`config.mk`:
```
export PLATFORM = sky130hd
export DESIGN_NAME = uuid_v4_generator_flat
export DESIGN_NICKNAME = d
export VERILOG_FILES = /design/src/sv/uuidg_pkg.sv /design/src/sv/uuidg_if.sv /design/src/sv/uuidg_seq.sv /design/src/sv/uuidg_dp.sv /design/src/sv/uuid_v4_generator.sv /design/src/flat_wrapper.sv
export SDC_FILE = /design/constraint.sdc
export NUM_CORES = 2
export LEC_CHECK = 0
export BUFFER_PORTS_ARGS = -buffer_cell sky130_fd_sc_hd__buf_4
export CORE_MARGIN = 2
export CORE_UTILIZATION = 35
export CTS_CLUSTER_SIZE = 24
export DETAILED_ROUTE_END_ITERATION = 8
export GPL_ROUTABILITY_DRIVEN = 0
export PLACE_DENSITY_LB_ADDON = 0.08
export SYNTH_ARGS = -nofsm -noshare
export SYNTH_HDL_FRONTEND = slang
export SYNTH_SLANG_ARGS = --single-unit
```
`constraint.sdc`:
```
create_clock -name clk -period 27.3 [get_ports clk]
set_input_delay 4.095 -clock clk [delete_from_list [all_inputs] [get_ports clk]]
set_output_delay 4.095 -clock clk [all_outputs]
set_load 0.005 [all_outputs]
```
`src/sv/uuidg_pkg.sv`:
```
// ============================================================================
// uuidg_pkg
// Shared types, constants and microprogram for the UUID v4 generator.
// ============================================================================
`timescale 1ns / 1ps
`default_nettype none

package uuidg_pkg;

    localparam int unsigned StateW = 64;
    localparam int unsigned CountW = 7;
    localparam int unsigned StepW  = 4;
    localparam int unsigned ByteW  = 4;

    localparam logic [StateW-1:0] GoldenGamma = 64'h9E37_79B9_7F4A_7C15;
    localparam logic [StateW-1:0] MixMulA     = 64'hBF58_476D_1CE4_E5B9;
    localparam logic [StateW-1:0] MixMulB     = 64'h94D0_49BB_1331_11EB;

    localparam logic [ByteW-1:0] VersionByte = 4'd7;
    localparam logic [ByteW-1:0] VariantByte = 4'd8;
    localparam logic [ByteW-1:0] LastByte    = 4'd15;

    localparam logic [StepW-1:0] StepIdle = 4'd0;
    localparam logic [StepW-1:0] StepAdv  = 4'd1;
    localparam logic [StepW-1:0] StepEmit = 4'd10;

    typedef enum logic [2:0] {
        OP_IDLE,
        OP_ADV,
        OP_MUL,
        OP_MIX,
        OP_BYTE,
        OP_EMIT
    } uuidg_op_t;

    typedef enum logic [1:0] {
        MP_LL,
        MP_LH,
        MP_HL
    } uuidg_mpart_t;

    typedef enum logic {
        KSEL_A,
        KSEL_B
    } uuidg_ksel_t;

    typedef enum logic [1:0] {
        JMP_NEXT,
        JMP_WAIT_IN,
        JMP_BYTE,
        JMP_EMIT
    } uuidg_jmp_t;

    typedef struct packed {
        uuidg_op_t    op;
        uuidg_mpart_t mpart;
        uuidg_ksel_t  ksel;
        uuidg_jmp_t   jmp;
    } uuidg_cw_t;

    typedef struct packed {
        uuidg_op_t        op;
        uuidg_mpart_t     mpart;
        uuidg_ksel_t      ksel;
        logic [ByteW-1:0] byte_idx;
        logic             seed_load;
        logic             out_load;
        logic             out_bad;
    } uuidg_ctl_t;

    // Microprogram: one state advance, two 64-bit mixes on a shared
    // 32x32 multiplier, byte extract, then loop or emit.
    function automatic uuidg_cw_t prog_word(input logic [StepW-1:0] pc);
        uuidg_cw_t cw;
        cw = '{op: OP_IDLE, mpart: MP_LL, ksel: KSEL_A, jmp: JMP_WAIT_IN};
        case (pc)
            4'd0:    cw = '{op: OP_IDLE, mpart: MP_LL, ksel: KSEL_A, jmp: JMP_WAIT_IN};
            4'd1:    cw = '{op: OP_ADV,  mpart: MP_LL, ksel: KSEL_A, jmp: JMP_NEXT};
            4'd2:    cw = '{op: OP_MUL,  mpart: MP_LL, ksel: KSEL_A, jmp: JMP_NEXT};
            4'd3:    cw = '{op: OP_MUL,  mpart: MP_LH, ksel: KSEL_A, jmp: JMP_NEXT};
            4'd4:    cw = '{op: OP_MUL,  mpart: MP_HL, ksel: KSEL_A, jmp: JMP_NEXT};
            4'd5:    cw = '{op: OP_MIX,  mpart: MP_LL, ksel: KSEL_A, jmp: JMP_NEXT};
            4'd6:    cw = '{op: OP_MUL,  mpart: MP_LL, ksel: KSEL_B, jmp: JMP_NEXT};
            4'd7:    cw = '{op: OP_MUL,  mpart: MP_LH, ksel: KSEL_B, jmp: JMP_NEXT};
            4'd8:    cw = '{op: OP_MUL,  mpart: MP_HL, ksel: KSEL_B, jmp: JMP_NEXT};
            4'd9:    cw = '{op: OP_BYTE, mpart: MP_LL, ksel: KSEL_A, jmp: JMP_BYTE};
            4'd10:   cw = '{op: OP_EMIT, mpart: MP_LL, ksel: KSEL_A, jmp: JMP_EMIT};
            default: cw = '{op: OP_IDLE, mpart: MP_LL, ksel: KSEL_A, jmp: JMP_WAIT_IN};
        endcase
        return cw;
    endfunction

endpackage

`default_nettype wire

```
`src/sv/uuidg_if.sv`:
```
// ============================================================================
// uuidg_req_if / uuidg_rsp_if
// Valid/ready channels for generator requests and UUID results.
// ============================================================================
`timescale 1ns / 1ps
`default_nettype none

interface uuidg_req_if;
    logic        valid;
    logic        ready;
    logic        action;
    logic [63:0] seed_value;
    logic [6:0]  uuid_count;

    modport source (output valid, output action, output seed_value, output uuid_count,
                    input ready);
    modport sink   (input valid, input action, input seed_value, input uuid_count,
                    output ready);
endinterface

interface uuidg_rsp_if;
    logic        valid;
    logic        ready;
    logic [63:0] uuid_bytes_low;
    logic [63:0] uuid_bytes_high;
    logic        last_uuid;
    logic        bad_count;

    modport source (output valid, output uuid_bytes_low, output uuid_bytes_high,
                    output last_uuid, output bad_count, input ready);
    modport sink   (input valid, input uuid_bytes_low, input uuid_bytes_high,
                    input last_uuid, input bad_count, output ready);
endinterface

`default_nettype wire

```
`src/sv/uuidg_seq.sv`:
```
// ============================================================================
// uuidg_seq
// Microcode sequencer: step counter, program ROM, byte and UUID counters.
// ============================================================================
`timescale 1ns / 1ps
`default_nettype none

module uuidg_seq #(
    parameter int unsigned MAX_UUIDS = 64
) (
    input  wire logic                          clk,
    input  wire logic                          rst_n,
    input  wire logic                          req_valid,
    input  wire logic                          req_action,
    input  wire logic [uuidg_pkg::CountW-1:0]  req_count,
    output logic                               req_ready,
    input  wire logic                          rsp_ready,
    output logic                               rsp_valid,
    output uuidg_pkg::uuidg_ctl_t              ctl,
    output logic                               last_out
);

    logic [uuidg_pkg::StepW-1:0]  pc_reg, pc_next;
    logic [uuidg_pkg::ByteW-1:0]  byte_reg, byte_next;
    logic [uuidg_pkg::CountW-1:0] rem_reg, rem_next;
    logic                         bad_reg, bad_next;
    logic                         valid_reg, valid_next;

    uuidg_pkg::uuidg_cw_t cw;
    logic accept, out_free, emit, last;

    always_ff @(posedge clk or negedge rst_n)
    begin
        if (!rst_n)
        begin
            pc_reg    <= uuidg_pkg::StepIdle;
            byte_reg  <= '0;
            rem_reg   <= '0;
            bad_reg   <= 1'b0;
            valid_reg <= 1'b0;
        end
        else
        begin
            pc_reg    <= pc_next;
            byte_reg  <= byte_next;
            rem_reg   <= rem_next;
            bad_reg   <= bad_next;
            valid_reg <= valid_next;
        end
    end

    always_comb
    begin
        cw        = uuidg_pkg::prog_word(pc_reg);
        req_ready = (cw.jmp == uuidg_pkg::JMP_WAIT_IN);
        accept    = req_valid && req_ready;
        out_free  = !valid_reg || rsp_ready;
        emit      = (cw.op == uuidg_pkg::OP_EMIT) && out_free;
        last      = bad_reg || (rem_reg == uuidg_pkg::CountW'(1));

        pc_next    = pc_reg;
        byte_next  = byte_reg;
        rem_next   = rem_reg;
        bad_next   = bad_reg;
        valid_next = valid_reg;

        if (rsp_ready)
            valid_next = 1'b0;
        if (emit)
            valid_next = 1'b1;

        if (cw.op == uuidg_pkg::OP_BYTE)
            byte_next = byte_reg + uuidg_pkg::ByteW'(1);

        if (accept && req_action)
        begin
            byte_next = '0;
            if (req_count == '0)
            begin
                bad_next = 1'b1;
                rem_next = '0;
            end
            else if (req_count > uuidg_pkg::CountW'(MAX_UUIDS))
                rem_next = uuidg_pkg::CountW'(MAX_UUIDS);
            else
                rem_next = req_count;
        end

        if (emit)
        begin
            bad_next = 1'b0;
            if (!bad_reg)
                rem_next = rem_reg - uuidg_pkg::CountW'(1);
        end

        case (cw.jmp)
            uuidg_pkg::JMP_NEXT:
                pc_next = pc_reg + uuidg_pkg::StepW'(1);
            uuidg_pkg::JMP_WAIT_IN:
                if (accept && req_action)
                    pc_next = (req_count == '0) ? uuidg_pkg::StepEmit : uuidg_pkg::StepAdv;
            uuidg_pkg::JMP_BYTE:
                pc_next = (byte_reg == uuidg_pkg::LastByte) ? uuidg_pkg::StepEmit
                                                            : uuidg_pkg::StepAdv;
            uuidg_pkg::JMP_EMIT:
                if (out_free)
                    pc_next = last ? uuidg_pkg::StepIdle : uuidg_pkg::StepAdv;
            default:
                pc_next = uuidg_pkg::StepIdle;
        endcase

        ctl.op        = cw.op;
        ctl.mpart     = cw.mpart;
        ctl.ksel      = cw.ksel;
        ctl.byte_idx  = byte_reg;
        ctl.seed_load = accept && !req_action;
        ctl.out_load  = emit;
        ctl.out_bad   = bad_reg;
    end

    assign rsp_valid = valid_reg;
    assign last_out  = last;

endmodule

`default_nettype wire

```
`src/sv/uuidg_dp.sv`:
```
// ============================================================================
// uuidg_dp
// Datapath: generator state, shared 32x32 multiplier, UUID assembly, output.
// ============================================================================
`timescale 1ns / 1ps
`default_nettype none

module uuidg_dp (
    input  wire logic                         clk,
    input  wire logic                         rst_n,
    input  wire uuidg_pkg::uuidg_ctl_t        ctl,
    input  wire logic [uuidg_pkg::StateW-1:0] seed_value,
    output logic [63:0]                       uuid_bytes_low,
    output logic [63:0]                       uuid_bytes_high,
    output logic                              last_uuid,
    input  wire logic                         last_in,
    output logic                              bad_count
);

    logic [uuidg_pkg::StateW-1:0] state_reg, state_next;
    logic [63:0]  x_reg, x_next;
    logic [63:0]  acc_reg, acc_next;
    logic [127:0] uuid_reg, uuid_next;
    logic [63:0]  lo_reg, lo_next, hi_reg, hi_next;
    logic         last_reg, last_next, bad_reg, bad_next;

    logic [63:0] kconst;
    logic [31:0] mul_a, mul_b;
    logic [63:0] prod;
    logic [63:0] adv;
    logic [7:0]  rnd;

    always_ff @(posedge clk or negedge rst_n)
    begin
        if (!rst_n)
            state_reg <= 64'd1;
        else
            state_reg <= state_next;
    end

    always_ff @(posedge clk)
    begin
        x_reg    <= x_next;
        acc_reg  <= acc_next;
        uuid_reg <= uuid_next;
        lo_reg   <= lo_next;
        hi_reg   <= hi_next;
        last_reg <= last_next;
        bad_reg  <= bad_next;
    end

    always_comb
    begin
        kconst = (ctl.ksel == uuidg_pkg::KSEL_B) ? uuidg_pkg::MixMulB : uuidg_pkg::MixMulA;
        case (ctl.mpart)
            uuidg_pkg::MP_LL:
            begin
                mul_a = x_reg[31:0];
                mul_b = kconst[31:0];
            end
            uuidg_pkg::MP_LH:
            begin
                mul_a = x_reg[31:0];
                mul_b = kconst[63:32];
            end
            uuidg_pkg::MP_HL:
            begin
                mul_a = x_reg[63:32];
                mul_b = kconst[31:0];
            end
            default:
            begin
                mul_a = x_reg[31:0];
                mul_b = kconst[31:0];
            end
        endcase
        prod = 64'(mul_a) * 64'(mul_b);
        adv  = state_reg + uuidg_pkg::GoldenGamma;
        rnd  = acc_reg[7:0] ^ acc_reg[38:31];
        if (ctl.byte_idx == uuidg_pkg::VersionByte)
            rnd = {4'b0100, rnd[3:0]};
        else if (ctl.byte_idx == uuidg_pkg::VariantByte)
            rnd = {2'b10, rnd[5:0]};

        state_next = state_reg;
        x_next     = x_reg;
        acc_next   = acc_reg;
        uuid_next  = uuid_reg;
        lo_next    = lo_reg;
        hi_next    = hi_reg;
        last_next  = last_reg;
        bad_next   = bad_reg;

        if (ctl.seed_load)
            state_next = (seed_value == '0) ? 64'd1 : seed_value;

        case (ctl.op)
            uuidg_pkg::OP_ADV:
            begin
                state_next = adv;
                x_next     = adv ^ (adv >> 30);
            end
            uuidg_pkg::OP_MUL:
                if (ctl.mpart == uuidg_pkg::MP_LL)
                    acc_next = prod;
                else
                    acc_next[63:32] = acc_reg[63:32] + prod[31:0];
            uuidg_pkg::OP_MIX:
                x_next = acc_reg ^ (acc_reg >> 27);
            uuidg_pkg::OP_BYTE:
                uuid_next = {rnd, uuid_reg[127:8]};
            default:
                ;
        endcase

        if (ctl.out_load)
        begin
            lo_next   = ctl.out_bad ? 64'd0 : uuid_reg[63:0];
            hi_next   = ctl.out_bad ? 64'd0 : uuid_reg[127:64];
            last_next = last_in;
            bad_next  = ctl.out_bad;
        end
    end

    assign uuid_bytes_low  = lo_reg;
    assign uuid_bytes_high = hi_reg;
    assign last_uuid       = last_reg;
    assign bad_count       = bad_reg;

endmodule

`default_nettype wire

```
`src/sv/uuid_v4_generator.sv`:
```
// ============================================================================
// uuid_v4_generator
// Version-4 UUID generator on a splitmix64 byte source, microcoded control.
// ============================================================================
//  channel | dir | payload                                          | meaning
//  req     | in  | action, seed_value, uuid_count                   | reseed/generate
//  rsp     | out | uuid_bytes_low, uuid_bytes_high, last_uuid, bad | one UUID
//
//  Each random byte runs advance, 2 x 3 passes on one 32x32 multiplier,
//  xor-shift and extract; a UUID is 16 bytes followed by an emit step.
//  Reseed is taken in the idle step; a zero count jumps to emit for its error result.
//  Reset loads generator state 1 and returns the sequencer to idle.
//  A waiting result stalls the sequencer only at its emit step.
// ============================================================================
`timescale 1ns / 1ps
`default_nettype none

module uuid_v4_generator #(
    parameter int unsigned MAX_UUIDS = 64
) (
    input  wire logic   clk,
    input  wire logic   rst_n,
    uuidg_req_if.sink   req,
    uuidg_rsp_if.source rsp
);

    uuidg_pkg::uuidg_ctl_t ctl;
    logic                  last_pending;

    uuidg_seq #(
        .MAX_UUIDS (MAX_UUIDS)
    ) u_seq (
        .clk        (clk),
        .rst_n      (rst_n),
        .req_valid  (req.valid),
        .req_action (req.action),
        .req_count  (req.uuid_count),
        .req_ready  (req.ready),
        .rsp_ready  (rsp.ready),
        .rsp_valid  (rsp.valid),
        .ctl        (ctl),
        .last_out   (last_pending)
    );

    uuidg_dp u_dp (
        .clk             (clk),
        .rst_n           (rst_n),
        .ctl             (ctl),
        .seed_value      (req.seed_value),
        .uuid_bytes_low  (rsp.uuid_bytes_low),
        .uuid_bytes_high (rsp.uuid_bytes_high),
        .last_uuid       (rsp.last_uuid),
        .last_in         (last_pending),
        .bad_count       (rsp.bad_count)
    );

endmodule

`default_nettype wire

```
`src/flat_wrapper.sv`:
```
// flat-port wrapper written by rule: the top's interface ports become plain ports
module uuid_v4_generator_flat 
#(
    parameter int unsigned MAX_UUIDS = 64
)
  (clk, rst_n, req_valid, req_action, req_seed_value, req_uuid_count, req_ready, rsp_valid, rsp_uuid_bytes_low, rsp_uuid_bytes_high, rsp_last_uuid, rsp_bad_count, rsp_ready);
  uuidg_req_if req_i ();
  uuidg_rsp_if rsp_i ();
  input  wire logic clk;
  input  wire logic rst_n;
  input wire logic [$bits(req_i.valid)-1:0] req_valid;
  input wire logic [$bits(req_i.action)-1:0] req_action;
  input wire logic [$bits(req_i.seed_value)-1:0] req_seed_value;
  input wire logic [$bits(req_i.uuid_count)-1:0] req_uuid_count;
  output wire logic [$bits(req_i.ready)-1:0] req_ready;
  output wire logic [$bits(rsp_i.valid)-1:0] rsp_valid;
  output wire logic [$bits(rsp_i.uuid_bytes_low)-1:0] rsp_uuid_bytes_low;
  output wire logic [$bits(rsp_i.uuid_bytes_high)-1:0] rsp_uuid_bytes_high;
  output wire logic [$bits(rsp_i.last_uuid)-1:0] rsp_last_uuid;
  output wire logic [$bits(rsp_i.bad_count)-1:0] rsp_bad_count;
  input wire logic [$bits(rsp_i.ready)-1:0] rsp_ready;
  assign req_i.valid = req_valid;
  assign req_i.action = req_action;
  assign req_i.seed_value = req_seed_value;
  assign req_i.uuid_count = req_uuid_count;
  assign req_ready = req_i.ready;
  assign rsp_valid = rsp_i.valid;
  assign rsp_uuid_bytes_low = rsp_i.uuid_bytes_low;
  assign rsp_uuid_bytes_high = rsp_i.uuid_bytes_high;
  assign rsp_last_uuid = rsp_i.last_uuid;
  assign rsp_bad_count = rsp_i.bad_count;
  assign rsp_i.ready = rsp_ready;
  uuid_v4_generator #(.MAX_UUIDS(MAX_UUIDS)) u_core (.clk(clk), .rst_n(rst_n), .req(req_i), .rsp(rsp_i));
endmodule
```
======== After elaboration in Yosys (flattened, before gate mapping) ========
Memories as Yosys holds them, arrays and structs flattened.
Cells that the tools add are included.
cells by class
  $lt $le $gt $ge ......................... 1
  bitwise gates (word level) .............. 3
  divide/modulo/power cells ............... 0
  equality and inequality tests ........... 16
  multiplexer cells ....................... 28
  add/subtract/negate cells ............... 5
  shifts and indexed selects .............. 0
  reduce and logical (&&, ||, !) cells .... 21
  multiply operators ...................... 1
operators with widths
  operator                                                            count
  64-bit 2-to-1 mux                                                   3
  64-bit case mux with 2 select lines                                 1
  32-bit 2-to-1 mux                                                   3
  64-bit adder, second input constant                                 1
  64-bit logical NOT                                                  1
  32-bit by 32-bit multiplier with 64-bit output                      1
  64-bit by 34-bit bitwise XOR with 64-bit output                     1
  64-bit by 37-bit bitwise XOR with 64-bit output                     1
  62-bit 2-to-1 mux                                                   1
  7-bit 2-to-1 mux                                                    5
  32-bit adder                                                        1
  4-bit 2-to-1 mux                                                    7
  4-bit case mux with 4 select lines                                  1
  2-bit nonzero test                                                  6
  4-bit by 1-bit adder with 4-bit output, second input constant       2
  4-bit == test, second input constant                                2
  8-bit 2-to-1 mux                                                    1
  8-bit bitwise XOR                                                   1
  7-bit by 1-bit == test with 1-bit output, second input constant     1
  7-bit greater-than comparator, second input constant                1
  7-bit logical NOT                                                   1
  7-bit by 1-bit subtractor with 7-bit output, second input constant  1
  2-bit == test, second input constant                                3
  3-bit by 2-bit == test with 1-bit output, second input constant     2
  other kinds (12)                                                    27
storage, ports and cells
  memory bits (writable) .................. 0
  memory bits (read-only) ................. 128
  bits of input ports ..................... 76
  bits in latches ......................... 0
  output and inout bits ................... 132
  word-level logic and storage cells ...... 91
  bits in registers ....................... 467
  memories ................................ 1
memory list
  name             words  bits a word  read ports  clocked after Yosys merged registers in  wr ports  RTL line         RTL
  (no name shown)  16     8            1           0                                        0         uuidg_pkg.sv:76  case (pc)

======== Depth between registers and ports, before layout ========
An unclocked memory read counts as a cell.
  word-level depth ........................ 7
  depth in mapped cells ................... 46
  mapped depth without buffers ............ 42

======== Hierarchy ========
From an unflattened synthesis, not the netlist that was laid out.
unflattened totals
  cells, all modules ...................... 4,894
  area total of the unflattened synthesis .. 51,261.7 sq um
by module, submodules not included
  module     times used  sequential area each (sq um)  area each (sq um)  cells each
  uuidg_dp   1           13,193.9                      49,944.2           4,749
  uuidg_seq  1           425.4                         1,317.5            145

======== Worst setup path before layout ========
OpenSTA, ideal clock, no wires.
  kind .................................... reg2reg
  start point ............................. reg u_core.u_seq.pc_reg[2] in the netlist's numbering
  end point ............................... reg u_core.u_seq.byte_reg[3] in the netlist's numbering
  setup time .............................. 72 ps
  setup slack ............................. 16,198 ps
  clock period less this slack ............ 11,102 ps
  path buffers ............................ 1
  cell stages (with the launch flop) ...... 8
  data required time ...................... 27,228 ps
  arrival ................................. 11,030 ps
  path through ............................ dfrtp_1 > clkbuf_1 > nor2b_1 > nand2_1 > nor3_1 > nand4_1 > xor2_1 > nor2_1
on the way
  word-level cells in the longest chain between the ends .. 5
  elaborated cells between the ends (all ways) .. 7
  classes of those cells .................. eq/ne: 2; mux: 1; reduce/logical: 3; memory: 1
ends and longest elaborated chain
  element                                                 RTL line         RTL
  from (decl)                                             uuidg_seq.sv:23  logic [uuidg_pkg::StepW-1:0] pc_reg, pc_next;
  from (signal assigned)                                  uuidg_seq.sv:36  pc_reg <= uuidg_pkg::StepIdle;
  from (signal assigned)                                  uuidg_seq.sv:44  pc_reg <= pc_next;
  memory read 16 x 8 bit *                                n/a
  2-bit by 1-bit == test with 1-bit output                uuidg_seq.sv:55  req_ready = (cw.jmp == uuidg_pkg::JMP_WAIT_IN);
  1-bit logical AND                                       uuidg_seq.sv:56  accept = req_valid && req_ready;
  1-bit logical AND                                       uuidg_seq.sv:75  if (accept && req_action)
  4-bit 2-to-1 mux or 2-bit nonzero test (tied branches)  n/a
  to (signal assigned)                                    uuidg_seq.sv:45  byte_reg <= byte_next;
  to (decl)                                               uuidg_seq.sv:24  logic [uuidg_pkg::ByteW-1:0] byte_reg, byte_next;
Mark *: on every way between the ends. The rest lies on a longest branch, timed or not.
A chain may end at the register's enable or synchronous reset.

======== Final worst setup path ========
  start point ............................. reg u_core.u_seq.pc_reg[1] in the netlist's numbering
  end point ............................... reg u_core.u_dp.acc_reg[63] (data pin)
on the way
  word-level cells in the longest chain between the ends .. 6
  elaborated cells between the ends (all ways) .. 10
  classes of those cells .................. add/sub: 1; mul: 1; eq/ne: 2; mux: 4; reduce/logical: 1; memory: 1
ends and longest elaborated chain
  element                                           RTL line         RTL
  memory read 16 x 8 bit *                          n/a
  2-bit == test, or another cell as far along       uuidg_dp.sv:55   case (ctl.mpart)
  32-bit 2-to-1 mux                                 uuidg_dp.sv:55
  32-bit by 32-bit multiplier with 64-bit output *  uuidg_dp.sv:77   prod = 64'(mul_a) * 64'(mul_b);
  via u_core.u_dp.prod[20]                          uuidg_dp.sv:29   logic [63:0] prod;
  32-bit adder *                                    uuidg_dp.sv:107  acc_next[63:32] = acc_reg[63:32] + prod[31:0];
  32-bit 2-to-1 mux *                               uuidg_dp.sv:104  if (ctl.mpart == uuidg_pkg::MP_LL)
  to (signal assigned)                              uuidg_dp.sv:44   acc_reg <= acc_next;
  to (decl)                                         uuidg_dp.sv:22   logic [63:0] acc_reg, acc_next;
Mark *: on every way through the listed nets, which the timed path passes. The rest lies on a longest branch.

==> impl_summary.md <==
Timing
The maximum operating frequency is roughly 83 MHz. The worst relative slew slack is around 23%. Setup repair after global routing left no endpoint under its margin. The max-slew violation count is 0. Hold timing on the final database bottoms out at a slack of 0.438 ns.

Setup total negative slack on the finished layout was measured at 0 ns. Setup violations remaining at the end of the flow were counted as 0. The slack of the critical path is between 15 and 20 ns.

The final hold violation count is 0. The routed design could run at a clock period as short as between 10 and 15 ns. The slew at the pin with the worst max-slew slack is roughly 1.1 ns. Across the routed clock network, the largest skew measured is approximately 0.016 ns. After layout, the worst path uses between 40% and 50% of the clock period.

Clock tree
The post-CTS setup buffer count is 0. The clock net in this run drives a total of between 400 and 500 sinks. The latest clock arrival within the worst-skew pair is ~0.61 ns. The number of gates resized after CTS was 0. The hold buffer count at cts is 0. The number of clock buffers added by TritonCTS is 48. The maximum clock insertion buffer count is 3. The CTS tree is built.

After clock tree synthesis, the clock-pin slew on the worst setup and hold paths is 0.07 ns. The clock tree synthesis step divided the H-tree into 2 levels. The tree is rooted in a sky130_fd_sc_hd__clkbuf_16.

Synth
The combined area of all synthesized cells is 0.0518 mm^2. By area the synthesized netlist is led by sky130_fd_sc_hd__fa_1 32%, sky130_fd_sc_hd__edfxtp_1 22%, sky130_fd_sc_hd__ha_1 9.3%, sky130_fd_sc_hd__inv_1 7.1%, sky130_fd_sc_hd__dfrtp_1 3.9%. Among all cell types in the netlist, the one instantiated most often is sky130_fd_sc_hd__inv_1. Synthesis produced around 5000 cells. The number of enable-type register cells in the synthesized netlist is approximately 390.

The cell taking the most area after synthesis is sky130_fd_sc_hd__fa_1. Sequential cells were found to cover between 20% and 30% of the synthesized design area. Counting distinct cell types in the post-synthesis netlist gives 86. In this run, synthesis produced a sequential element count of about 470.

In the synthesized netlist, the cells that appear most often are 979 x sky130_fd_sc_hd__inv_1, 816 x sky130_fd_sc_hd__fa_1, 386 x sky130_fd_sc_hd__edfxtp_1, 384 x sky130_fd_sc_hd__ha_1, 332 x sky130_fd_sc_hd__nand2_1. The Yosys step of the flow raised 0 warnings. The synthesized design devotes to its leading area cell type a little under a third of total area.

The mean area per synthesized cell is ~10 um^2. When the netlist entered floorplanning its net count stood at 6233. For this run, the leading register cell type out of synthesis is sky130_fd_sc_hd__edfxtp_1. The share of async-settable or async-resettable flops after synthesis is around 17%.

Placement
After detailed placement, the total cell area comes to approximately 0.056 mm^2. Detailed placement ended at an HPWL of 145 mm. The worst slack at placement is 15.31 ns. Port buffering added between 200 and 250 buffers.

Drt
In the routed design, unresolved DRC markers number 0. The count of nets left with antenna violations once routing finished came out at 0. The detail-routed net length per standard cell is 24.7 um.

In the routed layout, each cell is associated on average with a via count of roughly 5.1. The number of detailed-routing iterations run before antenna repair is 5. The routed design has about 170 mm of wire. The detailed router finished its first iteration with 2306 violations. For this block, the via count after detailed routing is 35707.

Die
Once the floorplan was initialized, standard cells occupied between 30% and 40% of the core. The area of the die is between 0.15 and 0.2 mm^2. In this run the horizontal extent of the chip is a little under 400 um. The total area inside the core boundary comes to about 0.15 mm^2. The initialized floorplan defines between 100 and 150 standard-cell rows.

The count of pins on the block boundary is ~210. The die outline height is about 400 um.

Finish
Counting the fill cells in the layout gives approximately 15000. Summing all non-filler instances in the final layout gives an area of ~0.057 mm^2. Summing all flip-flop and latch instances after layout gives 0.0136 mm^2. Compared with the post-synthesis result, the final layout area differs by 10.7%. The net total in the final layout is between 6000 and 7000. The post-route netlist has 8.15% of its cells at a drive strength greater than 1.

Summing all multi-input logic gate instances after layout gives 0.0338 mm^2. The repair_antennas step left the layout with diodes totalling 0. The flip-flop count of the largest register, all copies and words added is 128.

Global routing
The maximum number of pins on one net before global-route repair is between 70 and 80. The first global-routing pass estimated about 260 mm of wire. The initial antenna violation count is 1.

The via count of the first global-routing pass came to 38012. Global routing consumed, over all layers together, approximately 23% of the routing resources. The total congestion overflow is 0.

Worst setup path
The maximum cell stage delay along the critical path is 0.75 ns. The worst endpoint data arrival time is between 10 and 15 ns. The required time reported for the critical path endpoint is approximately 28 ns. Among all stages on the critical path, the largest delay is contributed by sky130_fd_sc_hd__nor2b_1. By startpoint and endpoint, the worst setup path is classified as flop to flop. The endpoint class of the critical path is a flop.

The kind of launch point of the worst setup path is a flop. The maximum fanout count along the critical path is 28. The most used cell along the critical path is sky130_fd_sc_hd__fa_1.

Worst hold path
The worst hold path class is flop to flop.

Status
The run finished with clean final reports.

Job
Across the run, the number of max-cap violations was 0.
[placed cells by master (no fill, tap or decap), types with 9 or more instances in the layout]
master,synthesis,final
sky130_fd_sc_hd__inv_1,979,978
sky130_fd_sc_hd__fa_1,816,816
sky130_fd_sc_hd__edfxtp_1,386,386
sky130_fd_sc_hd__ha_1,384,382
sky130_fd_sc_hd__nand2_1,332,329
sky130_fd_sc_hd__nor2_1,304,303
sky130_fd_sc_hd__buf_4,0,266
sky130_fd_sc_hd__a21oi_1,201,200
sky130_fd_sc_hd__nor2b_1,173,172
sky130_fd_sc_hd__o21ai_0,151,150
sky130_fd_sc_hd__xnor2_1,129,129
sky130_fd_sc_hd__xor2_1,114,114
sky130_fd_sc_hd__and2_1,84,83
sky130_fd_sc_hd__dfrtp_1,80,79
sky130_fd_sc_hd__nand2b_1,79,78
sky130_fd_sc_hd__a21o_1,61,61
sky130_fd_sc_hd__clkbuf_16,0,49
sky130_fd_sc_hd__nor3_1,44,42
sky130_fd_sc_hd__a221o_1,39,39
sky130_fd_sc_hd__nand4_1,36,36
sky130_fd_sc_hd__nor4_1,32,32
sky130_fd_sc_hd__nand3_1,32,32
sky130_fd_sc_hd__and3_1,26,26
sky130_fd_sc_hd__o21bai_1,25,25
sky130_fd_sc_hd__a211oi_1,19,19
sky130_fd_sc_hd__mux2_2,16,16
sky130_fd_sc_hd__o21a_1,16,16
sky130_fd_sc_hd__or2_2,16,16
sky130_fd_sc_hd__mux2i_1,22,15
sky130_fd_sc_hd__clkinv_1,9,13
sky130_fd_sc_hd__a31oi_1,13,13
sky130_fd_sc_hd__a22oi_1,12,12
sky130_fd_sc_hd__o211ai_1,9,9
sky130_fd_sc_hd__or3_1,9,9
sky130_fd_sc_hd__clkbuf_1,176,9
sky130_fd_sc_hd__clkbuf_8,0,9
[routing by layer]
metal	GRT usage [%]	up-vias	part of all wire [%]
li1	-	16099	-
met1	32.4	18563	45
met2	38.8	881	48
met3	2.34	164	4.2
met4	5.93	0	2.8
met5	0	-	0
[per-stage QoR]
step,std cells,utilization [%]
after floorplan,4957,-
after global placement,6969,37.7
after detailed placement,6969,37.7
after CTS,7058,38.9
after global routing,7058,38.9
final,7058,38.9
[worst paths after layout]
kind / to / start / slack, ns / cells past startpoint
min in group asynchronous: u_core.u_dp.state_reg[25] / rst_n / 3.44 / 1
worst min register to register: u_core.u_dp.uuid_reg[44] / u_core.u_dp.uuid_reg[52] / 0.44 / 0
worst max-delay path: u_core.u_dp.acc_reg[63] / u_core.u_seq.pc_reg[1] / 15.24 / 36
worst max register to register: u_core.u_dp.acc_reg[63] / u_core.u_seq.pc_reg[1] / 15.24 / 36
max in group asynchronous: u_core.u_seq.bad_reg / rst_n / 22.63 / 2
worst min-delay path: u_core.u_dp.uuid_reg[44] / u_core.u_dp.uuid_reg[52] / 0.44 / 0
[worst max-delay path, delay by kind of cell, from the launching register on]
| family | cells | cell delay, ns |
|---|---|---|
| buffers and inverters | 8 | 1.27 |
| and+or+nand+nor | 6 | 1.58 |
| xor gates and xnor gates | 2 | 0.58 |
| adders and majority gates | 12 | 5.72 |
| DFF | 1 | 0.45 |
| AOI/OAI and AO/OA | 8 | 2.13 |
[logic make-up (layout without fill, tap and decap cells)]
logic type | Yosys count | after routing | share of synthesized area, %
adder cells (fa/ha/maj) | 1201 | 1201 | 40.9
AND/OR/NAND/NOR | 1198 | 1198 | 11.4
buffers and inverters | 1173 | 1344 | 8.52
AO/OA/AOI/OAI | 633 | 633 | 7.88
flip-flops | 467 | 467 | 26.3
XOR/XNOR | 247 | 247 | 4.29
multiplexers | 38 | 38 | 0.774
[cell type report]
cell class	count	share of cell area, %
Timing Repair Buffer	266	3.49
Multi-Input combinational cell	3317	59.0
Clock buffer	67	2.42
Sequential cell	467	23.8
Clock inverter	22	0.585
Tap cell	1930	4.21
Inverter	989	6.48
Power is left out: the tool's default activity adds up to more than one toggle a clock period on the data nets, which glitch-free logic cannot reach.
